**config.mk**
```make
export PLATFORM = sky130hd
export DESIGN_NAME = psg_tone_noise_generator
export DESIGN_NICKNAME = d
export VERILOG_FILES = /design/src/rtl/psg_pkg.sv /design/src/rtl/psg_ctrl.sv /design/src/rtl/psg_datapath.sv /design/src/rtl/psg_tone_noise_generator.sv
export SDC_FILE = /design/constraint.sdc
export NUM_CORES = 2
export LEC_CHECK = 0
export ABC_AREA = 1
export ABC_CLOCK_PERIOD_IN_PS = 18400
export BUFFER_PORTS_ARGS = -buffer_cell sky130_fd_sc_hd__buf_2
export CAP_MARGIN = 15
export CELL_PAD_IN_SITES_DETAIL_PLACEMENT = 0
export CELL_PAD_IN_SITES_GLOBAL_PLACEMENT = 1
export CORE_MARGIN = 10
export CORE_UTILIZATION = 35
export CTS_CLUSTER_SIZE = 28
export DETAILED_ROUTE_END_ITERATION = 6
export MAX_ROUTING_LAYER = met4
export PLACE_DENSITY_LB_ADDON = 0.1
export REMOVE_ABC_BUFFERS = 1
export SLEW_MARGIN = 20
export SYNTH_ARGS = -nofsm -noshare
export SYNTH_HDL_FRONTEND = slang
export SYNTH_SLANG_ARGS = --single-unit
```
**constraint.sdc**
```tcl
create_clock -name clk -period 18.4 [get_ports clk]
set_input_delay 3.68 -clock clk [delete_from_list [all_inputs] [get_ports clk]]
set_output_delay 3.68 -clock clk [all_outputs]
set_load 0.02 [all_outputs]
```
**src/rtl/psg_pkg.sv**
```systemverilog
`default_nettype none
package psg_pkg;

	localparam int CLK_W   = 24;
	localparam int RATE_W  = 18;
	localparam int PER_W   = 10;
	localparam int PHASE_W = 32;
	localparam int DIVD_W  = PHASE_W + 1;
	localparam int CNT_W   = 29;
	localparam int AMP_W   = 13;
	localparam int SUM_W   = 17;
	localparam int STEP_W  = 6;

	localparam logic [CLK_W-1:0]  CLK_RESET   = 24'd3579545;
	localparam logic [RATE_W-1:0] RATE_RESET  = 18'd44100;
	localparam logic [15:0]       NOISE_SEED  = 16'h8000;
	localparam logic [2:0]        REG_NOISE   = 3'd6;
	localparam logic [2:0]        REG_TONE0   = 3'd0;
	localparam logic [2:0]        REG_TONE1   = 3'd2;
	localparam logic [2:0]        REG_TONE2   = 3'd4;
	localparam logic              CFG_CLOCK   = 1'b0;
	localparam logic              CFG_RATE    = 1'b1;
	localparam logic              CMD_TICK    = 1'b1;
	localparam logic [1:0]        CH_TONE3    = 2'd2;
	localparam logic [1:0]        CH_NOISE    = 2'd3;
	localparam logic [1:0]        MODE_TONE3  = 2'd3;
	localparam logic [STEP_W-1:0] DIV_LAST    = STEP_W'(DIVD_W - 1);

	typedef struct packed {
		logic       wr;
		logic       load;
		logic       step;
		logic       fin;
		logic       shift;
		logic       out_load;
		logic [1:0] ch;
	} psg_cmd_t;

	typedef struct packed {
		logic noise_skip;
		logic shift_done;
		logic out_free;
	} psg_stat_t;

	// Attenuation step factors in Q16, 2 dB apart, last level silent.
	function automatic logic [16:0] atten_q16(input logic [3:0] a);
		logic [16:0] f;
		case (a)
			4'd0:    f = 17'd65536;
			4'd1:    f = 17'd52057;
			4'd2:    f = 17'd41350;
			4'd3:    f = 17'd32846;
			4'd4:    f = 17'd26090;
			4'd5:    f = 17'd20724;
			4'd6:    f = 17'd16462;
			4'd7:    f = 17'd13076;
			4'd8:    f = 17'd10387;
			4'd9:    f = 17'd8250;
			4'd10:   f = 17'd6554;
			4'd11:   f = 17'd5206;
			4'd12:   f = 17'd4135;
			4'd13:   f = 17'd3285;
			4'd14:   f = 17'd2609;
			default: f = 17'd0;
		endcase
		return f;
	endfunction

	function automatic logic [AMP_W-1:0] amp_calc(input int peak, input logic [3:0] a);
		logic [47:0] v;
		v = 48'(peak) * 48'(atten_q16(a)) + 48'd32768;
		return v[16 +: AMP_W];
	endfunction

endpackage
`default_nettype wire

```
**src/rtl/psg_ctrl.sv**
```systemverilog
`default_nettype none
module psg_ctrl
	import psg_pkg::*;
(
	input  wire logic      clk,
	input  wire logic      arst_n,
	input  wire logic      in_valid,
	input  wire logic      command,
	output logic           in_stall,
	input  wire psg_stat_t stat,
	output psg_cmd_t       cmd
);

	typedef enum logic [2:0] {
		S_IDLE, S_LOAD, S_DIV, S_FIN, S_SHIFT, S_OUT
	} state_t;

	state_t            state_q;
	logic [1:0]        ch_q;
	logic [STEP_W-1:0] step_q;
	logic              accept;

	assign in_stall = (state_q != S_IDLE);
	assign accept   = in_valid && !in_stall;

	always_comb begin
		cmd          = '0;
		cmd.ch       = ch_q;
		cmd.wr       = accept && (command != CMD_TICK);
		cmd.load     = (state_q == S_LOAD);
		cmd.step     = (state_q == S_DIV);
		cmd.fin      = (state_q == S_FIN);
		cmd.shift    = (state_q == S_SHIFT) && !stat.shift_done;
		cmd.out_load = (state_q == S_OUT) && stat.out_free;
	end

	always_ff @(posedge clk or negedge arst_n) begin
		if (!arst_n) begin
			state_q <= S_IDLE;
			ch_q    <= '0;
			step_q  <= '0;
		end else begin
			case (state_q)
				S_IDLE: begin
					if (accept && command == CMD_TICK) begin
						ch_q    <= '0;
						state_q <= S_LOAD;
					end
				end
				S_LOAD: begin
					step_q  <= '0;
					state_q <= S_DIV;
				end
				S_DIV: begin
					step_q <= step_q + 1'b1;
					if (step_q == DIV_LAST)
						state_q <= S_FIN;
				end
				S_FIN: begin
					if (ch_q == CH_NOISE || (ch_q == CH_TONE3 && stat.noise_skip)) begin
						state_q <= S_SHIFT;
					end else begin
						ch_q    <= ch_q + 1'b1;
						state_q <= S_LOAD;
					end
				end
				S_SHIFT: begin
					if (stat.shift_done)
						state_q <= S_OUT;
				end
				S_OUT: begin
					if (stat.out_free)
						state_q <= S_IDLE;
				end
				default: state_q <= S_IDLE;
			endcase
		end
	end

endmodule
`default_nettype wire

```
**src/rtl/psg_datapath.sv**
```systemverilog
`default_nettype none
module psg_datapath
	import psg_pkg::*;
#(
	parameter int PEAK_AMPLITUDE = 8191
) (
	input  wire logic                clk,
	input  wire logic                arst_n,
	input  wire logic                cfg_we,
	input  wire logic                cfg_index,
	input  wire logic [CLK_W-1:0]    cfg_data,
	input  wire logic [7:0]          data_byte,
	input  wire psg_cmd_t            cmd,
	output psg_stat_t                stat,
	input  wire logic                out_stall,
	output logic                     out_valid,
	output logic signed [15:0]       sample
);

	logic [CLK_W-1:0]   clk_hz_q;
	logic [RATE_W-1:0]  rate_q;
	logic [PER_W-1:0]   period_q [3];
	logic [3:0]         atten_q  [4];
	logic [PHASE_W-1:0] phase_q  [3];
	logic [2:0]         level_q;
	logic [PHASE_W-1:0] nphase_q;
	logic [15:0]        shreg_q;
	logic [2:0]         mode_q;
	logic [2:0]         latch_q;
	logic [PHASE_W-1:0] divisor_q;
	logic [PHASE_W-1:0] rem_q;
	logic [DIVD_W-1:0]  quo_q;
	logic [CNT_W-1:0]   cnt_q;
	logic               out_valid_q;
	logic signed [15:0] sample_q;

	logic [AMP_W-1:0]   amp_tab [16];

	for (genvar i = 0; i < 16; i++) begin : g_amp
		assign amp_tab[i] = amp_calc(PEAK_AMPLITUDE, 4'(i));
	end

	// Period factor and dividend selection.
	logic [RATE_W-1:0]        rate_eff;
	logic [1:0]               tidx;
	logic [PER_W+RATE_W-1:0]  tone_mul;
	logic [PHASE_W-1:0]       div_sel;
	logic [PHASE_W-1:0]       phase_sel;

	assign rate_eff  = (rate_q == '0) ? RATE_W'(1) : rate_q;
	assign tidx      = (cmd.ch == CH_NOISE) ? 2'd0 : cmd.ch;
	assign tone_mul  = (PER_W+RATE_W)'(period_q[tidx]) * (PER_W+RATE_W)'(rate_eff);
	assign div_sel   = (cmd.ch == CH_NOISE)
		? (PHASE_W'(rate_eff) << (5'd9 + 5'(mode_q[1:0])))
		: {tone_mul, 4'b0000};
	assign phase_sel = (cmd.ch == CH_NOISE) ? nphase_q : phase_q[tidx];

	// One restoring division step.
	logic [DIVD_W-1:0] trial;
	logic [DIVD_W-1:0] trial_sub;
	logic              trial_ge;

	assign trial     = {rem_q, quo_q[DIVD_W-1]};
	assign trial_ge  = trial >= {1'b0, divisor_q};
	assign trial_sub = trial - {1'b0, divisor_q};

	// Edge count and rising edges of the third tone channel.
	logic [CNT_W-1:0] n;
	logic [CNT_W:0]   n_inc;
	logic [CNT_W-1:0] rising;

	assign n      = quo_q[CNT_W-1:0];
	assign n_inc  = {1'b0, n} + 1'b1;
	assign rising = level_q[CH_TONE3] ? (n >> 1) : n_inc[CNT_W:1];

	// Noise shifter steps.
	logic [15:0] white_one;
	logic [15:0] white_eight;
	logic [31:0] rot_wide;

	always_comb begin
		white_one   = {shreg_q[0] ^ shreg_q[3], shreg_q[15:1]};
		white_eight = shreg_q;
		for (int k = 0; k < 8; k++)
			white_eight = {white_eight[0] ^ white_eight[3], white_eight[15:1]};
	end

	assign rot_wide = {shreg_q, shreg_q} >> cnt_q[3:0];

	// Mixer.
	logic signed [SUM_W-1:0] term [4];
	logic signed [SUM_W-1:0] sum;
	logic [3:0]              hi;

	assign hi = {shreg_q[0], level_q};

	always_comb begin
		for (int c = 0; c < 4; c++)
			term[c] = hi[c] ? SUM_W'(amp_tab[atten_q[c]]) : -SUM_W'(amp_tab[atten_q[c]]);
		sum = term[0] + term[1] + term[2] + term[3];
	end

	logic signed [15:0] clamped;

	always_comb begin
		if (sum > SUM_W'(32767))
			clamped = 16'sh7fff;
		else if (sum < -SUM_W'(32768))
			clamped = 16'sh8000;
		else
			clamped = sum[15:0];
	end

	assign stat.noise_skip = (mode_q[1:0] == MODE_TONE3);
	assign stat.shift_done = (cnt_q == '0);
	assign stat.out_free   = !out_valid_q || !out_stall;
	assign out_valid       = out_valid_q;
	assign sample          = sample_q;

	logic [2:0]       lr;
	logic [PER_W-1:0] per_new;

	always_comb begin
		lr      = data_byte[7] ? data_byte[6:4] : latch_q;
		if (data_byte[7])
			per_new = {period_q[lr[2:1]][PER_W-1:4], data_byte[3:0]};
		else
			per_new = {data_byte[5:0], period_q[lr[2:1]][3:0]};
		if (per_new == '0)
			per_new = PER_W'(1);
	end

	always_ff @(posedge clk or negedge arst_n) begin
		if (!arst_n) begin
			clk_hz_q    <= CLK_RESET;
			rate_q      <= RATE_RESET;
			for (int c = 0; c < 3; c++) begin
				period_q[c] <= PER_W'(1);
				phase_q[c]  <= '0;
			end
			for (int c = 0; c < 4; c++)
				atten_q[c] <= 4'hf;
			level_q     <= 3'b111;
			nphase_q    <= '0;
			shreg_q     <= NOISE_SEED;
			mode_q      <= '0;
			latch_q     <= '0;
			cnt_q       <= '0;
			out_valid_q <= 1'b0;
		end else begin
			if (cfg_we) begin
				if (cfg_index == CFG_CLOCK)
					clk_hz_q <= cfg_data;
				else
					rate_q <= cfg_data[RATE_W-1:0];
			end
			if (cmd.wr) begin
				latch_q <= lr;
				if (data_byte[7] && lr[0]) begin
					atten_q[lr[2:1]] <= data_byte[3:0];
				end else if (lr == REG_NOISE) begin
					mode_q   <= data_byte[2:0];
					shreg_q  <= NOISE_SEED;
					nphase_q <= '0;
				end else if (lr == REG_TONE0 || lr == REG_TONE1 || lr == REG_TONE2) begin
					period_q[lr[2:1]] <= per_new;
				end else begin
					atten_q[lr[2:1]] <= data_byte[3:0];
				end
			end
			if (cmd.fin) begin
				if (cmd.ch == CH_NOISE) begin
					nphase_q <= rem_q;
					cnt_q    <= n;
				end else begin
					phase_q[tidx] <= rem_q;
					level_q[tidx] <= level_q[tidx] ^ n[0];
					if (cmd.ch == CH_TONE3)
						cnt_q <= rising;
				end
			end
			if (cmd.shift) begin
				if (!mode_q[2]) begin
					shreg_q <= rot_wide[15:0];
					cnt_q   <= '0;
				end else if (cnt_q >= CNT_W'(8)) begin
					shreg_q <= white_eight;
					cnt_q   <= cnt_q - CNT_W'(8);
				end else begin
					shreg_q <= white_one;
					cnt_q   <= cnt_q - 1'b1;
				end
			end
			if (cmd.out_load)
				out_valid_q <= 1'b1;
			else if (!out_stall)
				out_valid_q <= 1'b0;
		end
	end

	always_ff @(posedge clk) begin
		if (cmd.load) begin
			divisor_q <= div_sel;
			rem_q     <= '0;
			quo_q     <= {1'b0, phase_sel} + DIVD_W'(clk_hz_q);
		end else if (cmd.step) begin
			rem_q <= trial_ge ? trial_sub[PHASE_W-1:0] : trial[PHASE_W-1:0];
			quo_q <= {quo_q[DIVD_W-2:0], trial_ge};
		end
		if (cmd.out_load)
			sample_q <= clamped;
	end

endmodule
`default_nettype wire

```
**src/rtl/psg_tone_noise_generator.sv**
```systemverilog
// Write transactions give no result.
// A tick transaction runs each tone channel through a load, 33 divide steps and an update,
// then the noise divider the same way unless the noise follows the third tone, then the
// noise shifter: at most one rotate when periodic, steps of one or eight bits when white,
// then the output load, held while an earlier sample is still waiting.
// The shared 33-step restoring divider sets the pace; one transaction is in flight at a time.
// Async active-low reset restores defaults in all but the divider and sample registers.
`default_nettype none
module psg_tone_noise_generator
	import psg_pkg::*;
#(
	parameter int PEAK_AMPLITUDE = 8191
) (
	input  wire logic               clk,
	input  wire logic               arst_n,
	input  wire logic               cfg_we,
	input  wire logic               cfg_index,
	input  wire logic [CLK_W-1:0]   cfg_data,
	input  wire logic               in_valid,
	output logic                    in_stall,
	input  wire logic               command,
	input  wire logic [7:0]         data_byte,
	output logic                    out_valid,
	input  wire logic               out_stall,
	output logic signed [15:0]      sample
);

	// The controller sequences each tick through the three tone channels and, unless
	// the noise follows the third tone, the noise channel, reusing one divider, then
	// steps the noise shifter and loads the output register. The output register
	// frees the input side while a finished sample waits to be taken.
	psg_cmd_t  cmd;
	psg_stat_t stat;

	psg_ctrl u_ctrl (
		.clk      (clk),
		.arst_n   (arst_n),
		.in_valid (in_valid),
		.command  (command),
		.in_stall (in_stall),
		.stat     (stat),
		.cmd      (cmd)
	);

	psg_datapath #(
		.PEAK_AMPLITUDE (PEAK_AMPLITUDE)
	) u_dp (
		.clk       (clk),
		.arst_n    (arst_n),
		.cfg_we    (cfg_we),
		.cfg_index (cfg_index),
		.cfg_data  (cfg_data),
		.data_byte (data_byte),
		.cmd       (cmd),
		.stat      (stat),
		.out_stall (out_stall),
		.out_valid (out_valid),
		.sample    (sample)
	);

`ifndef NO_ASSERTIONS
	// A tick transaction always keeps the input side busy in the next cycle.
	a_tick_busy: assert property (@(posedge clk) disable iff (!arst_n)
		in_valid && !in_stall && command |=> in_stall)
		else $error("tick transaction did not occupy the block");

	// A write transaction never creates a result.
	a_write_silent: assert property (@(posedge clk) disable iff (!arst_n)
		in_valid && !in_stall && !command && !out_valid |=> !out_valid)
		else $error("write transaction produced a sample");

	// A new sample only appears at the end of a tick, while the input side is busy.
	a_out_from_tick: assert property (@(posedge clk) disable iff (!arst_n)
		$rose(out_valid) |-> $past(in_stall))
		else $error("sample appeared without a tick in progress");
`endif

endmodule
`default_nettype wire
```
==> impl_results.md <==
- Row cnt: 112
- IO Count: 57
- First-pass GRT wire length: 178.0 mm
- Clk root buf: clkbuf_16
- Worst Setup Path Type: reg -> reg
- Max Buffers Root-to-Sink: 3
- Mapped Cells: 4500
- Routability cong.: 0.9083
- CP required: 18.74 ns
- Final setup violation count: 0
- Adder-Cell Fraction of Synth Area: 15.85%
- Antenna viol nets, final: 0
- Post-DP HPWL: 85.63 mm
- Outcome: finished, final reports clean
- Skew final: 0.05791 ns
- GRT Util Overall: 21.55%
- TritonCTS clock tree: done
- H-tree depth: 2
- CP Max Fanout: 47
- Post-Synth Simple-Gate Area: 22.87%
- Distinct cells, synth: 69
- Seq/Total Area, Yosys: 30.32%
- TritonCTS buffer count: 51
- Slew @ Worst Pin: 1.080 ns
- Worst Hold Class: reg -> reg
- Main combinational cell family by area after synthesis: simple AND/OR/NAND/NOR gates
- Slew Viols, Final: 0
- Number of flops mapped to enable cells by yosys: 77
- Core Area: 93750 um^2
- Critical path arrival: 8.25 ns
- Mux cell area share after synthesis: 0.6862%
- Routed wire length: 113.0 mm
- Post-Syn Area: 33180 um^2
- Synthesis-stage register bit count: 391
- Clock Latency Late Sink: 0.66 ns
- Final Cycle Share: 42.96%
- Tmin final: 7.904 ns
- Worst slew margin: 27.63%
- Complex-gate fraction of the synthesized area: 16.62%
- # fillers: 9993
- Resized Gates After CTS: 0
- Clk slew on worst S/H paths: 0.06 ns
- Post-DR vias/cell: 5.134
- Final hold viol count: 0
- Slowest CP cell: o21ai_0
- Max Clk Rate: 126.5 MHz
- Hold_buf cts: 0
- Initial antenna violation count: 1
- Maxcap violations: 0
- Syn. warnings: 0
- XOR/XNOR share of the synthesized area: 3.985%
- # port buffers: 56
- Mean post-synth cell area: 7.374 um^2
- Effective utilization at floorplan: 35.40%
- WL/cell: 19.65 um
- Worst path max stage delay: 0.77 ns
- Layout cells sized above 1: 8.432%
- Chip Height: 327.9 um
- Die area: 107500 um^2
- Vias in the first global route: 29350
- Worst setup SP type: flop
- Via count: 29520
- Area Growth Syn to Fin: 9.498%
- DRT Pass-1 Iters: 5
- Crit path cell chain: inv_1 > ha_2 > buf_4 > inv_2 > buf_4 > or2_2 > a32oi_1 > inv_1 > nand2_1 > fa_1 > inv_1 > fa_1 > fa_1 > fa_1 > inv_1 > fa_1 > inv_1 > ha_1 > nand2_1 > o21ai_0 > a21oi_1 > o21ai_0 > xnor2_1 > o21bai_1
- Chip width: 327.9 um
- Largest net degree at the start of global routing: 67
- Post-CTS setup buffers: 0
- Nets: 4816
- Nature of the critical path endpoint: flop
- Clk sinks: 391
- Unrepaired setup endpoints after global routing: no
- DRC viols: 0
- DRT iter0 DRCs: 1998
- Hold WS: 0.4809 ns
- Ys async rst share: 72.12%
- Total grt overflow: 0
- Post-synth top flop: dfrtp_1
- Setup TNS Final: 0 ns
## synthesized netlist by cell type (26+ instances only)
master	n	area, um^2
nand2_1	974	3656
inv_1	604	2267
o21ai_0	570	2853
nor2_1	408	1531
dfrtp_1	240	6006
a21oi_1	198	991.0
nand3_1	186	930.9
ha_1	166	2077
fa_1	159	3183
clkbuf_1	140	525.5
xor2_1	105	919.6
edfxtp_1	77	2312
a31oi_1	63	394.1
nor3_1	52	260.3
xnor2_1	46	402.9
nand2_2	43	269.0
dfstp_2	42	1104
dfxtp_1	32	640.6
nand4_1	32	200.2
o211ai_1	26	195.2
## per-layer routing
| metal | share of wire, % | GRT usage, % | vias to the layer above |
|---|---|---|---|
| li1 | - | - | 14550 |
| met1 | 48 | 29.57 | 14170 |
| met2 | 45 | 33.08 | 679 |
| met3 | 4.8 | 2.854 | 127 |
| met4 | 2.6 | 5.872 | 0 |
| met5 | 0 | - | - |
## flip-flops by register name, summed over array words and instances (netlist names)
register        cells
u_dp.rate_q        18
u_dp.cnt_q         29
u_dp.phase_q       96
u_dp.level_q        3
u_dp.latch_q        3
u_dp.rem_q         32
u_dp.clk_hz_q      24
u_dp.atten_q       16
u_dp.divisor_q     28
u_dp.sample        16
u_ctrl.step_q       6
u_ctrl.ch_q         2
u_dp.nphase_q      32
u_dp.mode_q         3
u_dp.shreg_q       16
u_ctrl.state_q      3
u_dp.out_valid      1
u_dp.quo_q         33
u_dp.period_q      30
## cells by family after synthesis
kind of cell    after synthesis
mux                          22
compound gates             1002
buf+inv                     822
fa+ha+maj                   325
simple gates               1787
xor+xnor                    151
flops                       391
## through the flow
step	instances	cell area (um^2)	utilization, %	setup WS (ns)
detailed placement	5653	34510	36.81	10.58
floorplan	4311	32350	-	10.77
global placement	5653	34510	36.81	10.67
finish	5750	36340	38.76	10.50
CTS	5749	36330	38.76	10.56
global route	5749	36330	38.76	9.962
## worst max-delay path: cells and delay by family (launching register included)
| kind | cells | cell delay [ns] |
|---|---|---|
| AOI/OAI and AO/OA | 5 | 1.65 |
| DFF | 1 | 0.43 |
| and+or+nand+nor | 3 | 0.60 |
| adders and majority gates | 7 | 2.91 |
| buffers and inverters | 8 | 1.80 |
| xor gates and xnor gates | 1 | 0.15 |
## final cells by class
class / instances / area (um^2) / area share [%]
clock inverter: 29 / 427.9 / 1.178
inverter: 633 / 2377 / 6.542
timing repair buffer: 88 / 530.5 / 1.460
clock buffer: 67 / 1396 / 3.843
sequential: 391 / 10060 / 27.69
multi-input combinational: 3287 / 19970 / 54.96
tap: 1254 / 1569 / 4.318
antenna: 1 / 2.502 / 0.006887
## worst paths after layout
path | from | to | slack, ns | cells past startpoint
hold / removal | u_dp.phase_q[36] | u_dp.phase_q[36] | 0.48 | 2
max in group asynchronous | arst_n | u_dp.phase_q[58] | 12.70 | 4
setup / recovery | u_ctrl.ch_q[1] | u_dp.divisor_q[24] | 10.50 | 24
setup reg to reg | u_ctrl.ch_q[1] | u_dp.divisor_q[24] | 10.50 | 24
hold reg to reg | u_dp.phase_q[36] | u_dp.phase_q[36] | 0.48 | 2
min in group asynchronous | arst_n | u_dp.latch_q[2] | 2.99 | 1
## placed cells by master, fill, tap and decap left out, drive strengths merged, types with 17 or more instances in the layout
cell    synthesis  final
dfrtp         240    240
a21oi         202    202
nand2        1022   1022
edfxtp         77     77
o211ai         28     28
clkbuf        143     67
dfxtp          32     32
xor2          105    105
fa            159    159
clkinv          8     26
ha            166    166
dfstp          42     42
a31oi          63     63
o22ai          17     17
nor2          427    427
xnor2          46     46
nor3           55     55
inv           625    627
or2            19     19
nand4          32     32
o21ai         602    602
nor4           24     24
buf            46     88
nand3         199    199
Power is not shown: default switching activity piles up to over one toggle a cycle in this logic, so the estimate is an artifact.
